`config.mk`:
```
export PLATFORM = sky130hd
export DESIGN_NAME = led_panel_line_rasterizer_unit_flat
export DESIGN_NICKNAME = d
export VERILOG_FILES = /design/src/sv/lplr_pkg.sv /design/src/sv/lplr_if.sv /design/src/sv/lplr_wrap.sv /design/src/sv/lplr_ctrl.sv /design/src/sv/lplr_dp.sv /design/src/sv/led_panel_line_rasterizer_unit.sv /design/src/flat_wrapper.sv
export SDC_FILE = /design/constraint.sdc
export NUM_CORES = 1
export LEC_CHECK = 0
export ABC_AREA = 1
export BUFFER_PORTS_ARGS = -buffer_cell sky130_fd_sc_hd__buf_2
export CELL_PAD_IN_SITES_DETAIL_PLACEMENT = 1
export CELL_PAD_IN_SITES_GLOBAL_PLACEMENT = 2
export CORE_UTILIZATION = 37
export CTS_CLUSTER_DIAMETER = 30
export DETAILED_ROUTE_END_ITERATION = 16
export GPL_TIMING_DRIVEN = 0
export HOLD_SLACK_MARGIN = 0.08
export PLACE_DENSITY_LB_ADDON = 0.1
export SLEW_MARGIN = 20
export SYNTH_ARGS = -nofsm -noshare
export SYNTH_HDL_FRONTEND = slang
export SYNTH_SLANG_ARGS = --single-unit
```
`constraint.sdc`:
```
create_clock -name clk -period 6 [get_ports clk]
set_input_delay 0 -clock clk [delete_from_list [all_inputs] [get_ports clk]]
set_output_delay 0 -clock clk [all_outputs]
set_load 0.02 [all_outputs]
```
`src/sv/lplr_pkg.sv`:
```
// ---------------------------------------------------------------------------
// lplr_pkg: shared types and constants of the line rasterizer
// Register map codes, fixed field widths and the control/status bundles
// passed between the controller and the datapath.
// ---------------------------------------------------------------------------
package lplr_pkg;

  // configuration register indexes
  typedef enum logic [2:0] {
    CFG_OFFSET_X       = 3'd0,
    CFG_OFFSET_Y       = 3'd1,
    CFG_SCREEN_WIDTH   = 3'd2,
    CFG_SCREEN_HEIGHT  = 3'd3,
    CFG_STACKED_PANELS = 3'd4,
    CFG_ZIGZAG_LAYOUT  = 3'd5
  } cfg_reg_t;

  localparam int CFG_IDX_W  = 3;
  localparam int CFG_DATA_W = 7;
  localparam int COORD_W    = 6;
  localparam int COLOR_W    = 8;
  localparam int INDEX_W    = 9;

  localparam logic [6:0] SCREEN_WIDTH_RST  = 7'd32;
  localparam logic [4:0] SCREEN_HEIGHT_RST = 5'd8;

  // row that zigzag mirroring folds around
  localparam int ZIGZAG_TOP = 7;

  typedef struct packed {
    logic load;        // latch the line command
    logic wrap_start;  // kick the modulo units for the first point
    logic wrap_take;   // take the wrapped first point
    logic emit;        // push one pixel write and step the walk
  } ctrl_cmd_t;

  typedef struct packed {
    logic wrap_done;
    logic out_free;
    logic last_point;
  } dp_status_t;

endpackage

```
`src/sv/lplr_if.sv`:
```
// ---------------------------------------------------------------------------
// lplr_if: channel interfaces of the line rasterizer
// Line command input, pixel write output and configuration write channel.
// ---------------------------------------------------------------------------
interface lplr_line_if;
  logic              valid;
  logic              ready;
  logic signed [5:0] start_x;
  logic signed [5:0] start_y;
  logic signed [5:0] end_x;
  logic signed [5:0] end_y;
  logic        [7:0] red_in;
  logic        [7:0] green_in;
  logic        [7:0] blue_in;

  modport source (output valid, start_x, start_y, end_x, end_y, red_in, green_in, blue_in,
                  input ready);
  modport sink   (input valid, start_x, start_y, end_x, end_y, red_in, green_in, blue_in,
                  output ready);
endinterface

interface lplr_pix_if;
  logic       valid;
  logic       ready;
  logic [8:0] pixel_index;
  logic [7:0] red_out;
  logic [7:0] green_out;
  logic [7:0] blue_out;
  logic       last_pixel;

  modport source (output valid, pixel_index, red_out, green_out, blue_out, last_pixel,
                  input ready);
  modport sink   (input valid, pixel_index, red_out, green_out, blue_out, last_pixel,
                  output ready);
endinterface

interface lplr_cfg_if;
  logic       valid;
  logic       ready;
  logic [2:0] index;
  logic [6:0] data;

  modport source (output valid, index, data, input ready);
  modport sink   (input valid, index, data, output ready);
endinterface

```
`src/sv/lplr_wrap.sv`:
```
// ---------------------------------------------------------------------------
// lplr_wrap: iterative non-negative modulo unit
// Restoring remainder of a signed 8-bit value by a 7-bit size, one bit per
// cycle, with the negative-operand correction applied at the output.
// ---------------------------------------------------------------------------
module lplr_wrap (
  input  logic              clk,
  input  logic              rst_n,
  input  logic              start,
  input  logic signed [7:0] value,
  input  logic        [6:0] size,
  output logic              done,
  output logic        [6:0] result
);

  localparam int          ITERS = 8;
  localparam logic [2:0]  LAST_IT = 3'(ITERS - 1);

  logic       busy_r, busy_nxt;
  logic       done_r, done_nxt;
  logic [2:0] cnt_r, cnt_nxt;
  logic [7:0] mag_r, mag_nxt;
  logic [7:0] rem_r, rem_nxt;
  logic       neg_r, neg_nxt;

  logic [6:0] s_eff;
  logic [7:0] trial;

  assign s_eff = (size == 7'd0) ? 7'd1 : size;
  assign trial = {rem_r[6:0], mag_r[7]};

  always_comb begin
    busy_nxt = busy_r;
    done_nxt = 1'b0;
    cnt_nxt  = cnt_r;
    mag_nxt  = mag_r;
    rem_nxt  = rem_r;
    neg_nxt  = neg_r;
    if (start) begin
      busy_nxt = 1'b1;
      cnt_nxt  = 3'd0;
      mag_nxt  = value[7] ? 8'(-value) : 8'(value);
      rem_nxt  = 8'd0;
      neg_nxt  = value[7];
    end else if (busy_r) begin
      rem_nxt = (trial >= {1'b0, s_eff}) ? trial - {1'b0, s_eff} : trial;
      mag_nxt = {mag_r[6:0], 1'b0};
      cnt_nxt = cnt_r + 3'd1;
      if (cnt_r == LAST_IT) begin
        busy_nxt = 1'b0;
        done_nxt = 1'b1;
      end
    end
  end

  always_ff @(posedge clk) begin
    if (!rst_n) begin
      busy_r <= 1'b0;
      done_r <= 1'b0;
      cnt_r  <= 3'd0;
      neg_r  <= 1'b0;
    end else begin
      busy_r <= busy_nxt;
      done_r <= done_nxt;
      cnt_r  <= cnt_nxt;
      neg_r  <= neg_nxt;
    end
  end

  always_ff @(posedge clk) begin
    mag_r <= mag_nxt;
    rem_r <= rem_nxt;
  end

  // negative operand with nonzero remainder folds back into range
  assign done   = done_r;
  assign result = (neg_r && rem_r != 8'd0) ? s_eff - rem_r[6:0] : rem_r[6:0];

endmodule

```
`src/sv/lplr_ctrl.sv`:
```
// ---------------------------------------------------------------------------
// lplr_ctrl: line rasterizer sequencer
// Steps one line command through load, first-point wrap and pixel emission.
// ---------------------------------------------------------------------------
module lplr_ctrl import lplr_pkg::*; (
  input  logic       clk,
  input  logic       rst_n,
  input  logic       in_valid,
  output logic       in_ready,
  output ctrl_cmd_t  cmd,
  input  dp_status_t st
);

  typedef enum logic [3:0] {
    S_IDLE = 4'b0001,
    S_LOAD = 4'b0010,
    S_WRAP = 4'b0100,
    S_EMIT = 4'b1000
  } state_t;

  state_t state_r, state_nxt;

  always_comb begin
    state_nxt = state_r;
    cmd       = '0;
    in_ready  = 1'b0;
    case (state_r)
      S_IDLE: begin
        in_ready = 1'b1;
        if (in_valid) begin
          cmd.load  = 1'b1;
          state_nxt = S_LOAD;
        end
      end
      S_LOAD: begin
        cmd.wrap_start = 1'b1;
        state_nxt      = S_WRAP;
      end
      S_WRAP: begin
        if (st.wrap_done) begin
          cmd.wrap_take = 1'b1;
          state_nxt     = S_EMIT;
        end
      end
      S_EMIT: begin
        if (st.out_free) begin
          cmd.emit = 1'b1;
          if (st.last_point) state_nxt = S_IDLE;
        end
      end
      default: state_nxt = S_IDLE;
    endcase
  end

  always_ff @(posedge clk) begin
    if (!rst_n) begin
      state_r <= S_IDLE;
    end else begin
      state_r <= state_nxt;
    end
  end

  // a wrap result is only taken once the modulo units were started
  assert property (@(posedge clk) disable iff (!rst_n)
    cmd.wrap_take |-> !$past(cmd.load))
    else $error("wrap taken right after load");

endmodule

```
`src/sv/lplr_dp.sv`:
```
// ---------------------------------------------------------------------------
// lplr_dp: line rasterizer datapath
// Configuration registers, DDA walk with integer/remainder per axis,
// incremental screen wrap, panel mapping and the pixel output register.
// ---------------------------------------------------------------------------
module lplr_dp import lplr_pkg::*; #(
  parameter int PANEL_WIDTH  = 32,
  parameter int PANEL_HEIGHT = 8
) (
  input  logic              clk,
  input  logic              rst_n,
  input  ctrl_cmd_t         cmd,
  output dp_status_t        st,
  input  logic signed [5:0] start_x,
  input  logic signed [5:0] start_y,
  input  logic signed [5:0] end_x,
  input  logic signed [5:0] end_y,
  input  logic        [7:0] red_in,
  input  logic        [7:0] green_in,
  input  logic        [7:0] blue_in,
  input  logic              cfg_we,
  input  logic        [2:0] cfg_index,
  input  logic        [6:0] cfg_data,
  output logic              out_valid,
  input  logic              out_ready,
  output logic        [8:0] pixel_index,
  output logic        [7:0] red_out,
  output logic        [7:0] green_out,
  output logic        [7:0] blue_out,
  output logic              last_pixel
);

  localparam logic signed [15:0] PW_S  = 16'(PANEL_WIDTH);
  localparam logic signed [15:0] PH_S  = 16'(PANEL_HEIGHT);
  localparam logic signed [15:0] ZZ_S  = 16'(ZIGZAG_TOP);

  typedef struct packed {
    logic signed [6:0] fq;  // floor quotient
    logic        [5:0] fr;  // floor remainder
    logic signed [6:0] tr;  // quotient truncated toward zero
  } axis_t;

  // one DDA step: add the delta to the remainder and carry into the quotient
  function automatic axis_t axis_step(logic signed [6:0] fq, logic [5:0] fr,
                                      logic signed [6:0] d, logic [5:0] steps);
    logic signed [7:0] sum;
    logic signed [7:0] sv;
    axis_t             r;
    sv   = $signed({2'b00, steps});
    sum  = $signed({2'b00, fr}) + $signed({d[6], d});
    r.fq = fq;
    if (sum >= sv) begin
      sum  = sum - sv;
      r.fq = fq + 7'sd1;
    end else if (sum < 8'sd0) begin
      sum  = sum + sv;
      r.fq = fq - 7'sd1;
    end
    r.fr = sum[5:0];
    r.tr = r.fq + ((r.fq < 7'sd0 && r.fr != 6'd0) ? 7'sd1 : 7'sd0);
    return r;
  endfunction

  // configuration
  logic signed [6:0] offset_x_r, offset_y_r;
  logic        [6:0] screen_width_r;
  logic        [4:0] screen_height_r;
  logic              stacked_r, zigzag_r;

  always_ff @(posedge clk) begin
    if (!rst_n) begin
      offset_x_r      <= 7'sd0;
      offset_y_r      <= 7'sd0;
      screen_width_r  <= SCREEN_WIDTH_RST;
      screen_height_r <= SCREEN_HEIGHT_RST;
      stacked_r       <= 1'b0;
      zigzag_r        <= 1'b0;
    end else if (cfg_we) begin
      case (cfg_reg_t'(cfg_index))
        CFG_OFFSET_X:       offset_x_r      <= $signed(cfg_data);
        CFG_OFFSET_Y:       offset_y_r      <= $signed(cfg_data);
        CFG_SCREEN_WIDTH:   screen_width_r  <= cfg_data;
        CFG_SCREEN_HEIGHT:  screen_height_r <= cfg_data[4:0];
        CFG_STACKED_PANELS: stacked_r       <= cfg_data[0];
        CFG_ZIGZAG_LAYOUT:  zigzag_r        <= cfg_data[0];
        default: ;
      endcase
    end
  end

  // line setup from the command fields
  logic              eq_x, eq_y;
  logic signed [5:0] hi_x, lo_x, hi_y, lo_y, bx, by;
  logic signed [6:0] ddx, ddy;
  logic        [6:0] ax, ay;
  logic        [5:0] steps_c;

  always_comb begin
    eq_x = (start_x == end_x);
    eq_y = (start_y == end_y);
    hi_x = (start_x > end_x) ? start_x : end_x;
    lo_x = (start_x > end_x) ? end_x : start_x;
    hi_y = (start_y > end_y) ? start_y : end_y;
    lo_y = (start_y > end_y) ? end_y : start_y;
    if (eq_x) begin
      // vertical or single point: walk y from the top down
      bx  = start_x;
      by  = hi_y;
      ddx = 7'sd0;
      ddy = $signed({lo_y[5], lo_y}) - $signed({hi_y[5], hi_y});
    end else if (eq_y) begin
      bx  = hi_x;
      by  = start_y;
      ddx = $signed({lo_x[5], lo_x}) - $signed({hi_x[5], hi_x});
      ddy = 7'sd0;
    end else begin
      bx  = start_x;
      by  = start_y;
      ddx = $signed({end_x[5], end_x}) - $signed({start_x[5], start_x});
      ddy = $signed({end_y[5], end_y}) - $signed({start_y[5], start_y});
    end
    ax      = ddx[6] ? 7'(-ddx) : 7'(ddx);
    ay      = ddy[6] ? 7'(-ddy) : 7'(ddy);
    steps_c = (ax > ay) ? ax[5:0] : ay[5:0];
  end

  // walk state
  logic signed [6:0] d_x_r, d_y_r;
  logic        [5:0] steps_r;
  logic signed [6:0] fq_x_r, fq_y_r, tr_x_r, tr_y_r;
  logic        [5:0] fr_x_r, fr_y_r;
  logic        [6:0] wx_r, pts_r;
  logic        [4:0] wy_r;
  logic       [23:0] colour_r;
  logic signed [7:0] vx_r, vy_r;

  axis_t             nx, ny;
  logic              done_x, done_y;
  logic        [6:0] res_x, res_y;
  logic        [6:0] sw_eff;
  logic        [4:0] sh_eff;
  logic        [6:0] wx_nxt;
  logic        [4:0] wy_nxt;

  assign sw_eff = (screen_width_r == 7'd0) ? 7'd1 : screen_width_r;
  assign sh_eff = (screen_height_r == 5'd0) ? 5'd1 : screen_height_r;

  lplr_wrap u_wrap_x (
    .clk    (clk),
    .rst_n  (rst_n),
    .start  (cmd.wrap_start),
    .value  (vx_r),
    .size   (screen_width_r),
    .done   (done_x),
    .result (res_x)
  );

  lplr_wrap u_wrap_y (
    .clk    (clk),
    .rst_n  (rst_n),
    .start  (cmd.wrap_start),
    .value  (vy_r),
    .size   ({2'b00, screen_height_r}),
    .done   (done_y),
    .result (res_y)
  );

  // the truncated coordinate moves by at most one per step
  always_comb begin
    nx = axis_step(fq_x_r, fr_x_r, d_x_r, steps_r);
    ny = axis_step(fq_y_r, fr_y_r, d_y_r, steps_r);
    wx_nxt = wx_r;
    if (nx.tr > tr_x_r) begin
      wx_nxt = (wx_r == sw_eff - 7'd1) ? 7'd0 : wx_r + 7'd1;
    end else if (nx.tr < tr_x_r) begin
      wx_nxt = (wx_r == 7'd0) ? sw_eff - 7'd1 : wx_r - 7'd1;
    end
    wy_nxt = wy_r;
    if (ny.tr > tr_y_r) begin
      wy_nxt = (wy_r == sh_eff - 5'd1) ? 5'd0 : wy_r + 5'd1;
    end else if (ny.tr < tr_y_r) begin
      wy_nxt = (wy_r == 5'd0) ? sh_eff - 5'd1 : wy_r - 5'd1;
    end
  end

  always_ff @(posedge clk) begin
    if (!rst_n) begin
      d_x_r   <= 7'sd0;
      d_y_r   <= 7'sd0;
      steps_r <= 6'd0;
      fq_x_r  <= 7'sd0;
      fq_y_r  <= 7'sd0;
      fr_x_r  <= 6'd0;
      fr_y_r  <= 6'd0;
      tr_x_r  <= 7'sd0;
      tr_y_r  <= 7'sd0;
      pts_r   <= 7'd0;
    end else if (cmd.load) begin
      d_x_r   <= ddx;
      d_y_r   <= ddy;
      steps_r <= steps_c;
      fq_x_r  <= $signed({bx[5], bx});
      fq_y_r  <= $signed({by[5], by});
      fr_x_r  <= 6'd0;
      fr_y_r  <= 6'd0;
      tr_x_r  <= $signed({bx[5], bx});
      tr_y_r  <= $signed({by[5], by});
      pts_r   <= {1'b0, steps_c} + 7'd1;
    end else if (cmd.emit) begin
      pts_r <= pts_r - 7'd1;
      if (!st.last_point) begin
        fq_x_r <= nx.fq;
        fr_x_r <= nx.fr;
        tr_x_r <= nx.tr;
        fq_y_r <= ny.fq;
        fr_y_r <= ny.fr;
        tr_y_r <= ny.tr;
      end
    end
  end

  always_ff @(posedge clk) begin
    if (cmd.load) begin
      colour_r <= {red_in, green_in, blue_in};
      vx_r     <= $signed({{2{bx[5]}}, bx}) + $signed({offset_x_r[6], offset_x_r});
      vy_r     <= $signed({{2{by[5]}}, by}) + $signed({offset_y_r[6], offset_y_r});
    end
    if (cmd.wrap_take) begin
      wx_r <= res_x;
      wy_r <= res_y[4:0];
    end else if (cmd.emit && !st.last_point) begin
      wx_r <= wx_nxt;
      wy_r <= wy_nxt;
    end
  end

  // panel mapping of the current wrapped point
  logic signed [15:0] mx, my, idx;

  always_comb begin
    mx = $signed({9'd0, wx_r});
    my = $signed({11'd0, wy_r});
    if (stacked_r && my >= PH_S) begin
      my = my - PH_S;
      mx = mx + PW_S;
    end
    if (zigzag_r && mx[0]) my = ZZ_S - my;
    idx = mx * PH_S + my;
  end

  // output register
  logic       out_valid_r;
  logic [8:0] out_idx_r;
  logic [23:0] out_col_r;
  logic       out_last_r;

  always_ff @(posedge clk) begin
    if (!rst_n) begin
      out_valid_r <= 1'b0;
    end else if (cmd.emit) begin
      out_valid_r <= 1'b1;
    end else if (out_ready) begin
      out_valid_r <= 1'b0;
    end
  end

  always_ff @(posedge clk) begin
    if (cmd.emit) begin
      out_idx_r  <= idx[8:0];
      out_col_r  <= colour_r;
      out_last_r <= st.last_point;
    end
  end

  assign st.wrap_done  = done_x;
  assign st.out_free   = !out_valid_r || out_ready;
  assign st.last_point = (pts_r == 7'd1);

  assign out_valid   = out_valid_r;
  assign pixel_index = out_idx_r;
  assign red_out     = out_col_r[23:16];
  assign green_out   = out_col_r[15:8];
  assign blue_out    = out_col_r[7:0];
  assign last_pixel  = out_last_r;

  assert property (@(posedge clk) disable iff (!rst_n)
    done_x == done_y)
    else $error("modulo units out of step");

  assert property (@(posedge clk) disable iff (!rst_n)
    cmd.emit |-> pts_r != 7'd0)
    else $error("pixel emitted with no points left");

  assert property (@(posedge clk) disable iff (!rst_n)
    (cmd.emit && !st.last_point) |=> pts_r == $past(pts_r) - 7'd1)
    else $error("point count not stepped");

  assert property (@(posedge clk) disable iff (!rst_n)
    (steps_r != 6'd0) |-> (fr_x_r < steps_r && fr_y_r < steps_r))
    else $error("dda remainder out of range");

endmodule

```
`src/sv/led_panel_line_rasterizer_unit.sv`:
```
// ---------------------------------------------------------------------------
// led_panel_line_rasterizer_unit: line command to LED frame-buffer writes
// Top level joining the sequencer and the rasterizer datapath.
// ---------------------------------------------------------------------------
// Usage:
//   in_ch  takes one line command (two signed endpoints and a colour) per
//          transaction; it is ready only while no line is in progress.
//   out_ch gives one pixel write per point of the line, last_pixel marks
//          the final write of the line.
//   cfg_ch writes offsets, screen size, panel stacking and zigzag layout;
//          always ready, to be written only while the unit is idle.
// Timing: after a command is taken, setup passes through load and a
//   bit-serial modulo of the first point per axis, then one pixel write
//   leaves per cycle while out_ch.ready lets the output register drain.
//   The DDA walk and incremental wrap run one point per cycle, pausing
//   whenever a write is held in the output register.
// Reset (rst_n low, synchronous) returns the sequencer to idle, drops
//   out_ch.valid and loads the register defaults.
// Stalls: a write held in the output register waits for out_ch.ready and
//   the walk pauses; once the last write is registered, a new command is
//   taken while it still waits.
// ---------------------------------------------------------------------------
module led_panel_line_rasterizer_unit import lplr_pkg::*; #(
  parameter int PANEL_WIDTH  = 32,
  parameter int PANEL_HEIGHT = 8
) (
  input  logic         clk,
  input  logic         rst_n,
  lplr_line_if.sink    in_ch,
  lplr_pix_if.source   out_ch,
  lplr_cfg_if.sink     cfg_ch
);

  ctrl_cmd_t  cmd;
  dp_status_t st;

  assign cfg_ch.ready = 1'b1;

  lplr_ctrl u_ctrl (
    .clk      (clk),
    .rst_n    (rst_n),
    .in_valid (in_ch.valid),
    .in_ready (in_ch.ready),
    .cmd      (cmd),
    .st       (st)
  );

  lplr_dp #(
    .PANEL_WIDTH  (PANEL_WIDTH),
    .PANEL_HEIGHT (PANEL_HEIGHT)
  ) u_dp (
    .clk         (clk),
    .rst_n       (rst_n),
    .cmd         (cmd),
    .st          (st),
    .start_x     (in_ch.start_x),
    .start_y     (in_ch.start_y),
    .end_x       (in_ch.end_x),
    .end_y       (in_ch.end_y),
    .red_in      (in_ch.red_in),
    .green_in    (in_ch.green_in),
    .blue_in     (in_ch.blue_in),
    .cfg_we      (cfg_ch.valid),
    .cfg_index   (cfg_ch.index),
    .cfg_data    (cfg_ch.data),
    .out_valid   (out_ch.valid),
    .out_ready   (out_ch.ready),
    .pixel_index (out_ch.pixel_index),
    .red_out     (out_ch.red_out),
    .green_out   (out_ch.green_out),
    .blue_out    (out_ch.blue_out),
    .last_pixel  (out_ch.last_pixel)
  );

endmodule
```
`src/flat_wrapper.sv`:
```
// flat-port wrapper written by rule: the top's interface ports become plain ports
module led_panel_line_rasterizer_unit_flat import lplr_pkg::*;
#(
  parameter int PANEL_WIDTH  = 32,
  parameter int PANEL_HEIGHT = 8
)
  (clk, rst_n, in_ch_valid, in_ch_start_x, in_ch_start_y, in_ch_end_x, in_ch_end_y, in_ch_red_in, in_ch_green_in, in_ch_blue_in, in_ch_ready, out_ch_valid, out_ch_pixel_index, out_ch_red_out, out_ch_green_out, out_ch_blue_out, out_ch_last_pixel, out_ch_ready, cfg_ch_valid, cfg_ch_index, cfg_ch_data, cfg_ch_ready);
  lplr_line_if in_ch_i ();
  lplr_pix_if out_ch_i ();
  lplr_cfg_if cfg_ch_i ();
  input  logic clk;
  input  logic rst_n;
  input wire logic [$bits(in_ch_i.valid)-1:0] in_ch_valid;
  input wire logic [$bits(in_ch_i.start_x)-1:0] in_ch_start_x;
  input wire logic [$bits(in_ch_i.start_y)-1:0] in_ch_start_y;
  input wire logic [$bits(in_ch_i.end_x)-1:0] in_ch_end_x;
  input wire logic [$bits(in_ch_i.end_y)-1:0] in_ch_end_y;
  input wire logic [$bits(in_ch_i.red_in)-1:0] in_ch_red_in;
  input wire logic [$bits(in_ch_i.green_in)-1:0] in_ch_green_in;
  input wire logic [$bits(in_ch_i.blue_in)-1:0] in_ch_blue_in;
  output wire logic [$bits(in_ch_i.ready)-1:0] in_ch_ready;
  output wire logic [$bits(out_ch_i.valid)-1:0] out_ch_valid;
  output wire logic [$bits(out_ch_i.pixel_index)-1:0] out_ch_pixel_index;
  output wire logic [$bits(out_ch_i.red_out)-1:0] out_ch_red_out;
  output wire logic [$bits(out_ch_i.green_out)-1:0] out_ch_green_out;
  output wire logic [$bits(out_ch_i.blue_out)-1:0] out_ch_blue_out;
  output wire logic [$bits(out_ch_i.last_pixel)-1:0] out_ch_last_pixel;
  input wire logic [$bits(out_ch_i.ready)-1:0] out_ch_ready;
  input wire logic [$bits(cfg_ch_i.valid)-1:0] cfg_ch_valid;
  input wire logic [$bits(cfg_ch_i.index)-1:0] cfg_ch_index;
  input wire logic [$bits(cfg_ch_i.data)-1:0] cfg_ch_data;
  output wire logic [$bits(cfg_ch_i.ready)-1:0] cfg_ch_ready;
  assign in_ch_i.valid = in_ch_valid;
  assign in_ch_i.start_x = in_ch_start_x;
  assign in_ch_i.start_y = in_ch_start_y;
  assign in_ch_i.end_x = in_ch_end_x;
  assign in_ch_i.end_y = in_ch_end_y;
  assign in_ch_i.red_in = in_ch_red_in;
  assign in_ch_i.green_in = in_ch_green_in;
  assign in_ch_i.blue_in = in_ch_blue_in;
  assign in_ch_ready = in_ch_i.ready;
  assign out_ch_valid = out_ch_i.valid;
  assign out_ch_pixel_index = out_ch_i.pixel_index;
  assign out_ch_red_out = out_ch_i.red_out;
  assign out_ch_green_out = out_ch_i.green_out;
  assign out_ch_blue_out = out_ch_i.blue_out;
  assign out_ch_last_pixel = out_ch_i.last_pixel;
  assign out_ch_i.ready = out_ch_ready;
  assign cfg_ch_i.valid = cfg_ch_valid;
  assign cfg_ch_i.index = cfg_ch_index;
  assign cfg_ch_i.data = cfg_ch_data;
  assign cfg_ch_ready = cfg_ch_i.ready;
  led_panel_line_rasterizer_unit #(.PANEL_WIDTH(PANEL_WIDTH), .PANEL_HEIGHT(PANEL_HEIGHT)) u_core (.clk(clk), .rst_n(rst_n), .in_ch(in_ch_i), .out_ch(out_ch_i), .cfg_ch(cfg_ch_i));
endmodule
```
==> run metrics <==
Worst Path Required 6300 ps; status completed; Worst Tran Pin Value 897 ps; Starting Density 37.8%; initial antenna violation count 0; Slowest-stage cell, CP fa_2; hpwl dp 41200 um; HP Class in -> reg; setup TNS 0 ps; number of flops mapped to enable cells by yosys 102; Slew headroom 39.5%; DR pass1 iterations 4; Worst setup EP type flip-flop; crit-path max cell delay 590 ps; worst r2r dst u_core.u_dp.wx_r[3]$_DFFE_PP_; Routed wire per std cell 17.7 um; largest family of logic cells by synthesized area simple AND/OR/NAND/NOR gates; Synth Area in XOR/XNOR 6.55%; top-area cell type share of the netlist area 18.6%; hold-critical path depth 5; syn nets 2406; Top FF cell, synth dfxtp_1; Iter 0 DRT Violations 678; Mean Syn Cell Area 7.52 um2; Reg2Reg Launch Point u_core.u_dp.d_x_r[0]$_SDFFE_PN0P_; post-synthesis adder-cell area fraction 12.5%; Post-DRT Antenna Nets 0; drt drc 0; Clock Pin Slew Worst Setup and Hold Paths 40 ps; async set-or-reset flop fraction in the synthesized netlist 0%; Synth Cell Area 16400 um2; Clock Sinks 229; CP Class reg -> reg; Power Total 10800 uW; die height 213 um; PortBufs 97; RePlAce Congestion 0.857; num rows 76; critical path arrival 5910 ps; Die W 213 um; Post-Syn Instances 2188; CTS tree done; crit-path max FO 5; DR vias 15568; top post-synthesis cells by count nand2_1 (436), inv_1 (294), o21ai_0 (183); post-synthesis compound-gate area fraction 15.3%; Simple-Gate Fraction of Synth Area 22.8%; Total GRT Usage 24.6%; Reg2Reg Depth 31; worst hold start in_ch_start_x[4]; CTS buffer count 70; Peak supply drop 0.255 mV; Max Root-Sink Buffers 3; PwrDens 517 nW/um2; max cap viols 0; delay-heaviest family, CP adder cells; sequential fraction of the synthesis area 34.1%; # IOs 100; cell type with the largest total area after synthesis edfxtp_1; P_leak 0.00962 uW; share of cells above drive strength 1 14.1%; DRT Wirelength 53900 um; P&R area growth vs syn 27.1%; clk_skew 20.8 ps; post-synthesis mux area share 0.122%; clk root buf clkbuf_16; largest net degree at the start of global routing 50; number of global-route vias before repair 16439; global-route wire length before repair 86800 um; Slew Limit Fails 0; placed cells 2871; FMAX 178 MHz; CP Launch Type flip-flop; RSZ-0062 raised after global routing no; Remaining Overflow, GRT 0; final std cells w/o fill 3052; worst min-delay path endpoint u_core.u_dp.tr_x_r[4]$_SDFFE_PN0P_; NumNets Final 2629; die outline area 45300 um2; Yosys Warn Count 0; top cells by area, synth edfxtp_1 (19%), dfxtp_1 (15%), ha_1 (11%); Distinct cells, synth 65; R2R Setup Slk 390 ps; hold_ws 97.0 ps; min Tclk post-route 5610 ps; Final period util 93.5%; Final Setup Violations 0; most numerous cell in the Yosys netlist nand2_1; Core Area 43500 um2; Skew-Pair Late Insertion Delay 580 ps; crit path buf inv count 4; FF+latch count, synth 229; endpoints failing hold 0; Via density 5.10; CTS H-tree lvls 3
## flip-flops by register name (all words and copies together), names as in the netlist, 8 cells and up
signal and count:
u_core.u_dp.vy_r 8, u_core.u_dp.colour_r 24, u_core.u_dp.u_wrap_y.rem_r 8, u_core.u_dp.out_col_r 24, u_core.u_dp.pixel_index 9, u_core.u_dp.u_wrap_x.mag_r 8, u_core.u_dp.u_wrap_x.rem_r 8, u_core.u_dp.u_wrap_y.mag_r 8
u_core.u_dp.vx_r 8
## through the flow
step,cell area [um2],worst slack [ps],util (%)
2_1_floorplan,16400,678,-
3_3_place_gp,17700,-647,40.6
3_5_place_dp,17700,-796,40.7
4_1_cts,20700,7.02,47.6
5_1_grt,20900,48.9,48.1
6_report,20900,391,48.1
## layout make-up
cell class | instances | area (um2)
Fill cell | 5369 | 22600
Multi-Input combinational cell | 1585 | 9660
Sequential cell | 229 | 5610
Clock buffer | 90 | 1920
Inverter | 318 | 1210
Timing Repair Buffer | 154 | 1050
Tap cell | 585 | 732
Clock inverter | 36 | 507
Buffer | 53 | 215
Antenna cell | 2 | 5.00
## how the worst max path moves through the flow
| stage | start | endpoint | slack (ps) | cells after the start |
|---|---|---|---|---|
| after CTS | u_core.u_dp.d_x_r[0]$_SDFFE_PN0P_ | u_core.u_dp.wx_r[2]$_DFFE_PP_ | 7 | 33 |
| after global placement | u_core.u_dp.d_x_r[0]$_SDFFE_PN0P_ | u_core.u_dp.wx_r[2]$_DFFE_PP_ | -650 | 34 |
| after floorplan | u_core.u_dp.d_x_r[0]$_SDFFE_PN0P_ | u_core.u_dp.wx_r[3]$_DFFE_PP_ | 680 | 35 |
| final | u_core.u_dp.d_x_r[0]$_SDFFE_PN0P_ | u_core.u_dp.wx_r[3]$_DFFE_PP_ | 390 | 31 |
| after detailed placement | u_core.u_dp.d_x_r[0]$_SDFFE_PN0P_ | u_core.u_dp.wx_r[2]$_DFFE_PP_ | -800 | 34 |
| after global routing | u_core.u_dp.d_x_r[0]$_SDFFE_PN0P_ | u_core.u_dp.wx_r[2]$_DFFE_PP_ | 50 | 35 |
## power breakdown
part | internal (uW) | leakage (uW) | switching (uW)
registers | 2000 | 0.00199 | 211
logic | 1700 | 0.00645 | 3140
clock network | 2640 | 0.00118 | 1120
total | 6340 | 0.00962 | 4480
## logic make-up after synthesis
group | count (synthesis)
and+or+nand+nor | 854
AOI/OAI and AO/OA | 450
DFF | 229
muxes | 2
buffers and inverters | 374
other | 1
adders and majority gates | 155
xor gates and xnor gates | 123
## metal layers
| metal | vias up | wire length (um) | global-route usage [%] | part of all wire [%] |
|---|---|---|---|---|
| li1 | 7787 | - | - | - |
| met1 | 7468 | 23500 | 29.2 | 44 |
| met2 | 203 | 27200 | 43.9 | 50 |
| met3 | 110 | 1470 | 4.04 | 2.7 |
| met4 | 0 | 1740 | 9.55 | 3.2 |
| met5 | - | 0 | 0 | 0 |
## placed cells by master, fill, tap and decap left out, types with 30 or more instances in the layout
cell and n:
clkbuf_1 56, a31oi_1 30, buf_2 98, nor2_1 172, dlygate4sd3_1 49, a21oi_1 140, inv_1 290, ha_1 129
nand2_1 432, nand3_1 124, clkbuf_16 71, edfxtp_1 102, xor2_1 95, dfxtp_1 126, o21ai_0 174
## worst reg2reg max path, delay by kind of cell, from the launching register on
family                   cells  cell delay [ps]
buffers and inverters        4              390
XOR/XNOR                     1              130
multiplexers                 1              300
flip-flops                   1              310
AND/OR/NAND/NOR              9              980
AO/OA/AOI/OAI               10             1400
adder cells (fa/ha/maj)      6             1850
## timing repair
action	4_1_cts	5_1_grt
endpoints found under the setup margin	24	24
endpoints found under the hold margin	60	0
hold buffers	49	0
pin swaps	5	9
setup buffers	3	4
gates resized for setup	24	44
(Power assumes the default switching activity.)
